$ cat src/design/signed_int_to_decimal_ascii_unit_macros.svh
// Assertion macros shared by the converter modules.
`ifndef SIGNED_INT_TO_DECIMAL_ASCII_UNIT_MACROS_SVH
`define SIGNED_INT_TO_DECIMAL_ASCII_UNIT_MACROS_SVH

`ifndef ASSERT_OFF
`define SITDA_ASSERT(lbl, cond) \
	lbl: assert property (@(posedge clk) disable iff (!arst_n) (cond)) \
		else $error("assertion failed");
`define SITDA_ASSERT_IMP(lbl, ante, cons) \
	lbl: assert property (@(posedge clk) disable iff (!arst_n) (ante) |-> (cons)) \
		else $error("assertion failed");
`define SITDA_ASSERT_NEXT(lbl, ante, cons) \
	lbl: assert property (@(posedge clk) disable iff (!arst_n) (ante) |=> (cons)) \
		else $error("assertion failed");
`else
`define SITDA_ASSERT(lbl, cond)
`define SITDA_ASSERT_IMP(lbl, ante, cons)
`define SITDA_ASSERT_NEXT(lbl, ante, cons)
`endif

`endif

$ cat src/design/sitda_pkg.sv
package sitda_pkg;

	localparam logic [5:0] CHAR_MINUS = 6'd45;
	localparam logic [5:0] CHAR_ZERO  = 6'd48;

	typedef struct packed {
		logic load;
		logic dabble;
		logic shift;
		logic emit_sign;
		logic emit_digit;
	} cmd_t;

	typedef struct packed {
		logic bits_done;
		logic one_left;
		logic top_zero;
		logic neg;
	} sts_t;

endpackage

$ cat src/design/sitda_ctrl.sv
`include "signed_int_to_decimal_ascii_unit_macros.svh"

module sitda_ctrl (
	input  logic              clk,
	input  logic              arst_n,
	input  logic              start,
	output logic              busy,
	output sitda_pkg::cmd_t   cmd,
	input  sitda_pkg::sts_t   sts
);
	import sitda_pkg::*;

	typedef enum logic [3:0] {
		ST_IDLE = 4'b0001,
		ST_CONV = 4'b0010,
		ST_SKIP = 4'b0100,
		ST_EMIT = 4'b1000
	} state_t;

	state_t state_q;
	state_t state_d;

	assign busy = (state_q != ST_IDLE);

	always_comb begin
		cmd     = '0;
		state_d = state_q;
		case (state_q)
			ST_IDLE: begin
				if (start) begin
					cmd.load = 1'b1;
					state_d  = ST_CONV;
				end
			end
			ST_CONV: begin
				cmd.dabble = 1'b1;
				if (sts.bits_done) begin
					state_d = ST_SKIP;
				end
			end
			ST_SKIP: begin
				// drop leading zeros, keep at least one digit
				if (sts.top_zero && !sts.one_left) begin
					cmd.shift = 1'b1;
				end else begin
					cmd.emit_sign = sts.neg;
					state_d       = ST_EMIT;
				end
			end
			ST_EMIT: begin
				cmd.emit_digit = 1'b1;
				cmd.shift      = 1'b1;
				if (sts.one_left) begin
					state_d = ST_IDLE;
				end
			end
			default: begin
				state_d = ST_IDLE;
			end
		endcase
	end

	always_ff @(posedge clk or negedge arst_n) begin
		if (!arst_n) begin
			state_q <= ST_IDLE;
		end else begin
			state_q <= state_d;
		end
	end

	`SITDA_ASSERT_IMP(a_idle_quiet, !busy, !(cmd.dabble || cmd.emit_digit || cmd.emit_sign))
	`SITDA_ASSERT_NEXT(a_start_conv, start && !busy, state_q == ST_CONV)
	`SITDA_ASSERT_NEXT(a_last_idle, cmd.emit_digit && sts.one_left, !busy)

endmodule

$ cat src/design/sitda_dp.sv
`include "signed_int_to_decimal_ascii_unit_macros.svh"

module sitda_dp #(
	parameter int VALUE_WIDTH = 32,
	parameter int DIGITS      = 10
) (
	input  logic                   clk,
	input  logic                   arst_n,
	input  sitda_pkg::cmd_t        cmd,
	output sitda_pkg::sts_t        sts,
	input  logic [VALUE_WIDTH-1:0] value,
	output logic                   strobe,
	output logic [5:0]             char_code,
	output logic                   last
);
	import sitda_pkg::*;

	localparam int BW   = $clog2(VALUE_WIDTH + 1);
	localparam int DW   = $clog2(DIGITS + 1);
	localparam int BCDW = 4 * DIGITS;

	logic [VALUE_WIDTH-1:0] mag_q;
	logic [BCDW-1:0]        bcd_q;
	logic [BCDW-1:0]        bcd_adj;
	logic                   neg_q;
	logic [BW-1:0]          bit_cnt_q;
	logic [DW-1:0]          dig_cnt_q;
	logic                   strobe_q;
	logic [5:0]             char_q;
	logic                   last_q;
	logic [3:0]             top_digit;

	assign top_digit = bcd_q[BCDW-1 -: 4];

	always_comb begin
		for (int i = 0; i < DIGITS; i++) begin
			bcd_adj[4*i +: 4] = (bcd_q[4*i +: 4] >= 4'd5) ? (bcd_q[4*i +: 4] + 4'd3)
				: bcd_q[4*i +: 4];
		end
	end

	assign sts.bits_done = (bit_cnt_q == BW'(1));
	assign sts.one_left  = (dig_cnt_q == DW'(1));
	assign sts.top_zero  = (top_digit == 4'd0);
	assign sts.neg       = neg_q;

	always_ff @(posedge clk or negedge arst_n) begin
		if (!arst_n) begin
			bit_cnt_q <= '0;
			dig_cnt_q <= '0;
			strobe_q  <= 1'b0;
		end else begin
			strobe_q <= cmd.emit_sign | cmd.emit_digit;
			if (cmd.load) begin
				bit_cnt_q <= BW'(VALUE_WIDTH);
				dig_cnt_q <= DW'(DIGITS);
			end else if (cmd.dabble) begin
				bit_cnt_q <= bit_cnt_q - 1'b1;
			end else if (cmd.shift) begin
				dig_cnt_q <= dig_cnt_q - 1'b1;
			end
		end
	end

	always_ff @(posedge clk) begin
		if (cmd.load) begin
			neg_q <= value[VALUE_WIDTH-1];
			mag_q <= value[VALUE_WIDTH-1]
				? ((~value) + {{(VALUE_WIDTH-1){1'b0}}, 1'b1}) : value;
			bcd_q <= '0;
		end else if (cmd.dabble) begin
			bcd_q <= {bcd_adj[BCDW-2:0], mag_q[VALUE_WIDTH-1]};
			mag_q <= {mag_q[VALUE_WIDTH-2:0], 1'b0};
		end else if (cmd.shift) begin
			bcd_q <= {bcd_q[BCDW-5:0], 4'd0};
		end
		char_q <= cmd.emit_sign ? CHAR_MINUS : (CHAR_ZERO | {2'b00, top_digit});
		last_q <= cmd.emit_digit & sts.one_left;
	end

	assign strobe    = strobe_q;
	assign char_code = char_q;
	assign last      = last_q;

	`SITDA_ASSERT_IMP(a_minus_not_last, strobe_q && char_q == CHAR_MINUS, !last_q)
	`SITDA_ASSERT_IMP(a_char_legal, strobe_q,
		char_q == CHAR_MINUS || (char_q[5:4] == 2'b11 && char_q[3:0] <= 4'd9))
	`SITDA_ASSERT_IMP(a_digit_bcd, cmd.emit_digit, top_digit <= 4'd9)

endmodule

$ cat src/design/signed_int_to_decimal_ascii_unit.sv
// Converts one signed VALUE_WIDTH-bit integer to its decimal text, one ASCII
// character per strobe, most significant first: a minus sign for negative
// values, then the digits without leading zeros; last marks the final
// character. The receiver cannot stall: each character is on char_code for
// exactly one cycle and must be taken then. An item goes through the accept
// step, one double-dabble shift per value bit, one skip step per leading zero
// dropped, a step to leave the skip state (emitting the sign if any) and one
// step per digit; a new value is accepted only once busy is low again. DIGITS
// is the digit count of 2^(VALUE_WIDTH-1). The last character is on the ports
// in the first cycle that busy is low.
module signed_int_to_decimal_ascii_unit #(
	parameter int VALUE_WIDTH = 32
) (
	input  logic                          clk,
	input  logic                          arst_n,
	input  logic                          start,
	input  logic signed [VALUE_WIDTH-1:0] value,
	output logic                          busy,
	output logic                          strobe,
	output logic [5:0]                    char_code,
	output logic                          last
);
	import sitda_pkg::*;

	localparam int DIGITS = ((VALUE_WIDTH - 1) * 30103) / 100000 + 1;

	cmd_t cmd;
	sts_t sts;

	sitda_ctrl u_ctrl (
		.clk    (clk),
		.arst_n (arst_n),
		.start  (start),
		.busy   (busy),
		.cmd    (cmd),
		.sts    (sts)
	);

	sitda_dp #(
		.VALUE_WIDTH (VALUE_WIDTH),
		.DIGITS      (DIGITS)
	) u_dp (
		.clk       (clk),
		.arst_n    (arst_n),
		.cmd       (cmd),
		.sts       (sts),
		.value     (value),
		.strobe    (strobe),
		.char_code (char_code),
		.last      (last)
	);

endmodule
$ cat config.mk
export PLATFORM = sky130hd
export DESIGN_NAME = signed_int_to_decimal_ascii_unit
export DESIGN_NICKNAME = d
export VERILOG_FILES = /design/src/design/sitda_pkg.sv /design/src/design/sitda_ctrl.sv /design/src/design/sitda_dp.sv /design/src/design/signed_int_to_decimal_ascii_unit.sv
export VERILOG_INCLUDE_DIRS = /design/src /design/src/design
export SDC_FILE = /design/constraint.sdc
export NUM_CORES = 1
export LEC_CHECK = 0
export BUFFER_PORTS_ARGS = -buffer_cell sky130_fd_sc_hd__buf_2
export CAP_MARGIN = 0
export CORE_UTILIZATION = 60
export CTS_CLUSTER_DIAMETER = 200
export CTS_CLUSTER_SIZE = 25
export DETAILED_ROUTE_END_ITERATION = 8
export GPL_TIMING_DRIVEN = 0
export PLACE_DENSITY_LB_ADDON = 0.2
export SYNTH_ARGS = -nofsm -noshare
export SYNTH_HDL_FRONTEND = slang
export SYNTH_SLANG_ARGS = --single-unit
$ cat constraint.sdc
create_clock -name clk -period 5.14 [get_ports clk]
set_clock_uncertainty 0.1 [all_clocks]
set_input_delay 0.771 -clock clk [delete_from_list [all_inputs] [get_ports clk]]
set_output_delay 0.771 -clock clk [all_outputs]
set_load 0.01 [all_outputs]
-- Yosys cells after proc, flatten, opt, wreduce, memory -nomap -nowiden
Index checks and enable logic that the tools add are counted.
Widths: inputs -> output; s select.
- register bits: 94
- output and inout bits: 9
- $lt $le $gt $ge: 10
- $add $sub $neg: 13
- reductions and logical operators: 8
- eq/ne operators: 12
- bitwise logic cells: 3
- mux-type cells: 33
- operator list (kind ; number):
    $mux 32 ; 3
    $mux 40 ; 2
    $mux 4 ; 16
    $ge 4x3->1 const B ; 10
    $add 4x2->4 const B ; 9
    $add 32x1->32 const B ; 1
    $not 32->32 ; 1
    $pmux 4 s4 ; 1
    $mux 6 ; 2
    $eq 4x1->1 const B ; 2
    $mux 1 ; 7
    $eq 6x1->1 const B ; 1
    $ne 2x2->1 const B ; 3
    $reduce_bool 2->1 ; 3
    $sub 6x1->6 const B ; 1
    $eq 4x2->1 const B ; 1
    $eq 4x3->1 const B ; 1
    $eq 4x4->1 const B ; 1
    $logic_not 4->1 ; 1
    $ne 2x1->1 const B ; 2
    $ne 4x1->1 const B ; 1
    $reduce_and 4->1 ; 1
    $sub 4x1->4 const B ; 1
    $add 3x2->3 const B ; 1
    7 further kinds ; 7

-- Logic depth before layout (Yosys ltp)
- depth after elaboration: 8
- depth in mapped cells: 8

-- Modules after synthesis
A second synthesis with hierarchy kept.
- cell total of the unflattened synthesis: 606
- area, all modules: 5517.8 sq um
- by module, submodules not included (module ; cells an instance ; seq. area each (sq um) ; area an instance (sq um) ; instances):
    sitda_dp ; 580 ; 2187.1 ; 5261.3 ; 1
    sitda_ctrl ; 26 ; 101.3 ; 256.5 ; 1

-- Least setup slack after synthesis
OpenSTA, ideal clock, no wires.
- kind: register to register
- start point: register u_ctrl.state_q[0]
- end point: register u_dp.mag_q[0], enable pin
- required time: 4.650 ns
- slack: 2.491 ns
- arrival time: 2.159 ns
- stages on the path, launching flop included: 5
- cells stage by stage: dfstp_2 -> nor4b_1 -> nand2_1 -> buf_2 -> nand2_1
- longest elaborated chain between the ends: 3
- elaborated cells on any way between the ends: 5
- those cells by class: eq/ne (2); mux (2); reduce/logical (1)
- ends and longest elaborated chain (item ; line ; RTL):
    start, declared ; sitda_ctrl.sv:20 ; state_t state_q;
    start signal, assigned ; sitda_ctrl.sv:67 ; state_q <= state_d;
    $eq 4x2->1 / $eq 4x1->1 (equally long branches) ; sitda_ctrl.sv:28 ; case (state_q)
    $mux 1 ; sitda_ctrl.sv:28 ;
    $reduce_bool 2->1 (no source line) * ; n/a ;
    end signal, assigned ; sitda_dp.sv:68 ; mag_q <= value[VALUE_WIDTH-1]
    end signal, assigned ; sitda_dp.sv:73 ; mag_q <= {mag_q[VALUE_WIDTH-2:0], 1'b0};
    end, declared ; sitda_dp.sv:22 ; logic [VALUE_WIDTH-1:0] mag_q;
Every way passes the cells marked *; elsewhere a longest branch is shown, timed or not.
A chain may end at the register's enable or synchronous reset.

-- Worst setup path after layout
- start point: register u_ctrl.state_q[0]
- end point: register u_dp.mag_q[14], enable pin
The elaborated chain is that of the path after synthesis.

==> summary.md <==
| Metric | Value |
|---|---|
| Status | finished, final reports clean |
| Multiplexer share of the synthesized area | ~1.8% |
| Number of H-tree branching levels | 3 |
| Number of design-rule violations left by the first detailed-router iteration | 267 |
| Delay-heaviest family, CP | simple AND/OR/NAND/NOR gates |
| Average vias per placed instance | 6.10 |
| Number of flip-flops and latches in the synthesized netlist | 94 |
| Worst setup path category | register to register |
| Boundary pin count | 44 |
| Detailed-route DRC error count | 0 |
| Cell seen most often among critical-path stages | sky130_fd_sc_hd__nand2_1 |
| Chip Width | 98.7 microns |
| Final antenna diode count | 0 |
| RD Place Congestion | 0.902 |
| Post-CTS Setup Bufs | 0 |
| Category of the worst setup path launch point | register |
| Die Area | 9750 sq um |
| Drt first pass iters | 4 |
| Avg Synthesized Cell Area | a little under 9 sq um |
| Most common cell after layout, fill and taps aside | sky130_fd_sc_hd__nand2_1 |
| Crit path buf inv count | 2 |
| Vias | 4924 |
| Worst-path clk slew | 0.10 ns |
| Peak Freq | 0.328 GHz |
| Total negative setup slack | 0 ns |
| Post-synthesis instance area | 5610 sq um |
| Required arrival time at the worst endpoint | 5.11 ns |
| Minimum clock period after layout | a little over 3 ns |
| Crit path largest cell delay | 0.62 ns |
| Wire length of the first global-routing pass | 22.1 mm |
| Type of the tightest min-delay check | input pin to asynchronous set/reset pin |
| Clock latency of the later-clocked register in the worst-skew pair | ~0.37 ns |
| Synthesis-to-layout area growth | 10.5% |
| Share of the synthesized area in compound gates (AO/OA/AOI/OAI) | around a quarter |
| Share of post-route cells with drive strength above 1 | 12.3% |
| Sort of element at the end of the critical path | register |
| Post-Syn Instances | 640 |
| Detail Route Antenna Nets | 0 |
| Most area-hungry cell type in the Yosys netlist | sky130_fd_sc_hd__edfxtp_1 |
| Cell-by-cell listing of the critical path | nor4b_1 > nand2_1 > buf_2 > nand2_1 > buf_16 |
| Max Fanout on Critical Path | 22 |
| Worst max-slew margin expressed relative to the limit | about two fifths |
| Port-buffer cells | 42 |
| Fraction of post-synthesis cell area in the top cell type by area | ~18% |
| Arrival time of data at the critical path endpoint | 3.01 ns |
| Transition time at the pin with the least slew margin | 0.914 ns |
| Average routed wire per standard cell | 16.2 microns |
| Final max-slew violation count | 0 |
| Number of enable-type register cells in the synthesized netlist | 33 |
| Power per cell area | roughly 560 nW/um^2 |
| Total core area | slightly below 9000 sq um |
| Max capacitance violation total | 0 |
| Setup violations, final | 0 |
| Adder-cell share of the synthesized area | under 10% |
| Half-perimeter wire length of the detailed placement result | roughly 9.3 mm |
| Xor/xnor cell area share of the yosys netlist | 6.87% |
| Final Hold Viols | 0 |
| Overall routing resource usage | between 20% and 30% |
| Most frequent cells in the layout | sky130_fd_sc_hd__nand2_1, sky130_fd_sc_hd__o21ai_0, sky130_fd_sc_hd__buf_2, sky130_fd_sc_hd__nor2_1, sky130_fd_sc_hd__a21oi_1 |
| Post-route clock period utilization | between 50% and 60% |
| Synthesized netlist net count | 700 |
| Initial Util | 63.1% |
| Netlist cell types | 52 |
| Total number of nets in the final design | 754 |
| Sequential area share after synthesis | 40.8% |
| Peak ir drop on the vdd network | 224 uV |
| Cell at the root of the clock tree | sky130_fd_sc_hd__clkbuf_8 |
| Simple logic cell fraction of the synthesized area | ~16% |
| Height of the die | 98.7 microns |
| Setup repair after global routing missed its margin | false |
| Cell Rows | 34 |
| TritonCTS clock tree | yes |
| Grt total ovfl | 0 |
| Number of hold buffers added after cts | 0 |
| Leading cell types by total area after synthesis | sky130_fd_sc_hd__edfxtp_1, sky130_fd_sc_hd__dfxtp_1, sky130_fd_sc_hd__dfrtp_1, sky130_fd_sc_hd__ha_1, sky130_fd_sc_hd__o21ai_0 |
| Warnings, synthesis | 0 |
| Final wirelength | 13.1 mm |
| Async S/R FF share, synth | 16.0% |
| Post_cts resized | 0 |
| Static Leakage | 2.50 nW |
| Primary flip-flop cell chosen by synthesis mapping | sky130_fd_sc_hd__dfxtp_1 |
| Number of buffers on the longest clock path | 2 |
| Initial antenna violation count | 0 |
| Vias in the first global route | ~4800 |
| Maximum number of pins on one net before global-route repair | 34 |
| TritonCTS Buffers | 9 |
| Cell at the slowest stage of the critical path | sky130_fd_sc_hd__dfstp_2 |
| Total power draw | 3.45 mW |
| Sink count of the clock tree | 94 |
| Dominant combinational cell family by area after synthesis | compound AO/OA/AOI/OAI gates |
[cells by family (layout without fill, tap and decap cells)]
group,Yosys count,after routing
buf+inv,77,136
mux,10,10
compound gates,209,209
other cells,1,1
xor+xnor,44,44
fa+ha+maj,25,25
flops,94,94
simple gates,180,180
[sequential cells by signal, summed over array words and instances (netlist names)]
register,cells
u_ctrl.state_q,4
u_dp.last,1
u_dp.char_code,5
u_dp.neg_q,1
u_dp.mag_q,32
u_dp.dig_cnt_q,4
u_dp.bit_cnt_q,6
u_dp.bcd_q,40
u_dp.strobe,1
[metal layers]
metal / wire length (microns) / global-route usage [%] / vias to the layer above
met5: 0 / 0 / -
met4: 313 / 13.3 / 0
met3: 723 / 3.90 / 31
met2: 6240 / 47.6 / 176
met1: 5820 / 36.5 / 2288
li1: - / - / 2429
[synthesized netlist by cell type, drive strengths merged, types with 2 or more instances]
cell type / count
a211oi: 33
a21oi: 50
a31oi: 21
buf: 18
clkbuf: 21
dfrtp: 14
dfxtp: 46
edfxtp: 33
ha: 25
inv: 37
mux2i: 10
nand2: 65
nand2b: 14
nand3: 9
nand4: 3
nor2: 50
nor2b: 2
nor3: 17
nor3b: 2
nor4: 5
nor4b: 5
o21a: 9
o21ai: 61
o22ai: 4
o31ai: 7
o32a: 9
o41ai: 12
or3: 2
or4: 2
or4b: 2
xnor2: 13
xor2: 31
[area by class of cell]
class                           count  area, sq um
Fill cell                         711         2690
Timing Repair Buffer               43          238
Buffer                             39          176
Inverter                           38          143
Sequential cell                    94         2290
Tap cell                          108          135
Multi-Input combinational cell    469         3010
Clock inverter                      5         61.3
Clock buffer                       11          153
[final timing paths]
check | from | endpoint | slack (ns) | cells past startpoint
worst min-delay path | arst_n | u_dp.bit_cnt_q[5]$_DFFE_PN0P_ | 0.19 | 1
min in group clk | u_dp.mag_q[31]$_DFFE_PP_ | u_dp.bcd_q[0]$_SDFFE_PP0P_ | 0.37 | 2
worst max register to register | u_ctrl.state_q[0]$_DFFE_PN1P_ | u_dp.mag_q[14]$_DFFE_PP_ | 2.10 | 5
worst max-delay path | u_ctrl.state_q[0]$_DFFE_PN1P_ | u_dp.mag_q[14]$_DFFE_PP_ | 2.10 | 5
worst min register to register | u_dp.mag_q[31]$_DFFE_PP_ | u_dp.bcd_q[0]$_SDFFE_PP0P_ | 0.37 | 2
max in group asynchronous | arst_n | u_ctrl.state_q[0]$_DFFE_PN1P_ | 4.45 | 1
[power breakdown]
| part | total [mW] | internal, mW | switching (mW) |
|---|---|---|---|
| Clock | 0.528 | 0.259 | 0.269 |
| Combinational | 1.58 | 0.598 | 0.979 |
| Sequential | 1.35 | 1.15 | 0.198 |
| Total | 3.45 | 2.00 | 1.45 |
[metrics by stage]
step	hold WS [ns]	area, sq um	util [%]	setup WS, ns	instances
global route	0.199	6200	69.7	1.88	807
global placement	0.321	5960	67.0	1.84	790
CTS	0.193	6170	69.4	1.72	806
finish	0.195	6200	69.7	2.10	807
floorplan	0.318	5610	-	2.49	640
detailed placement	0.342	5960	67.0	1.72	790
(Power assumes the default switching activity.)
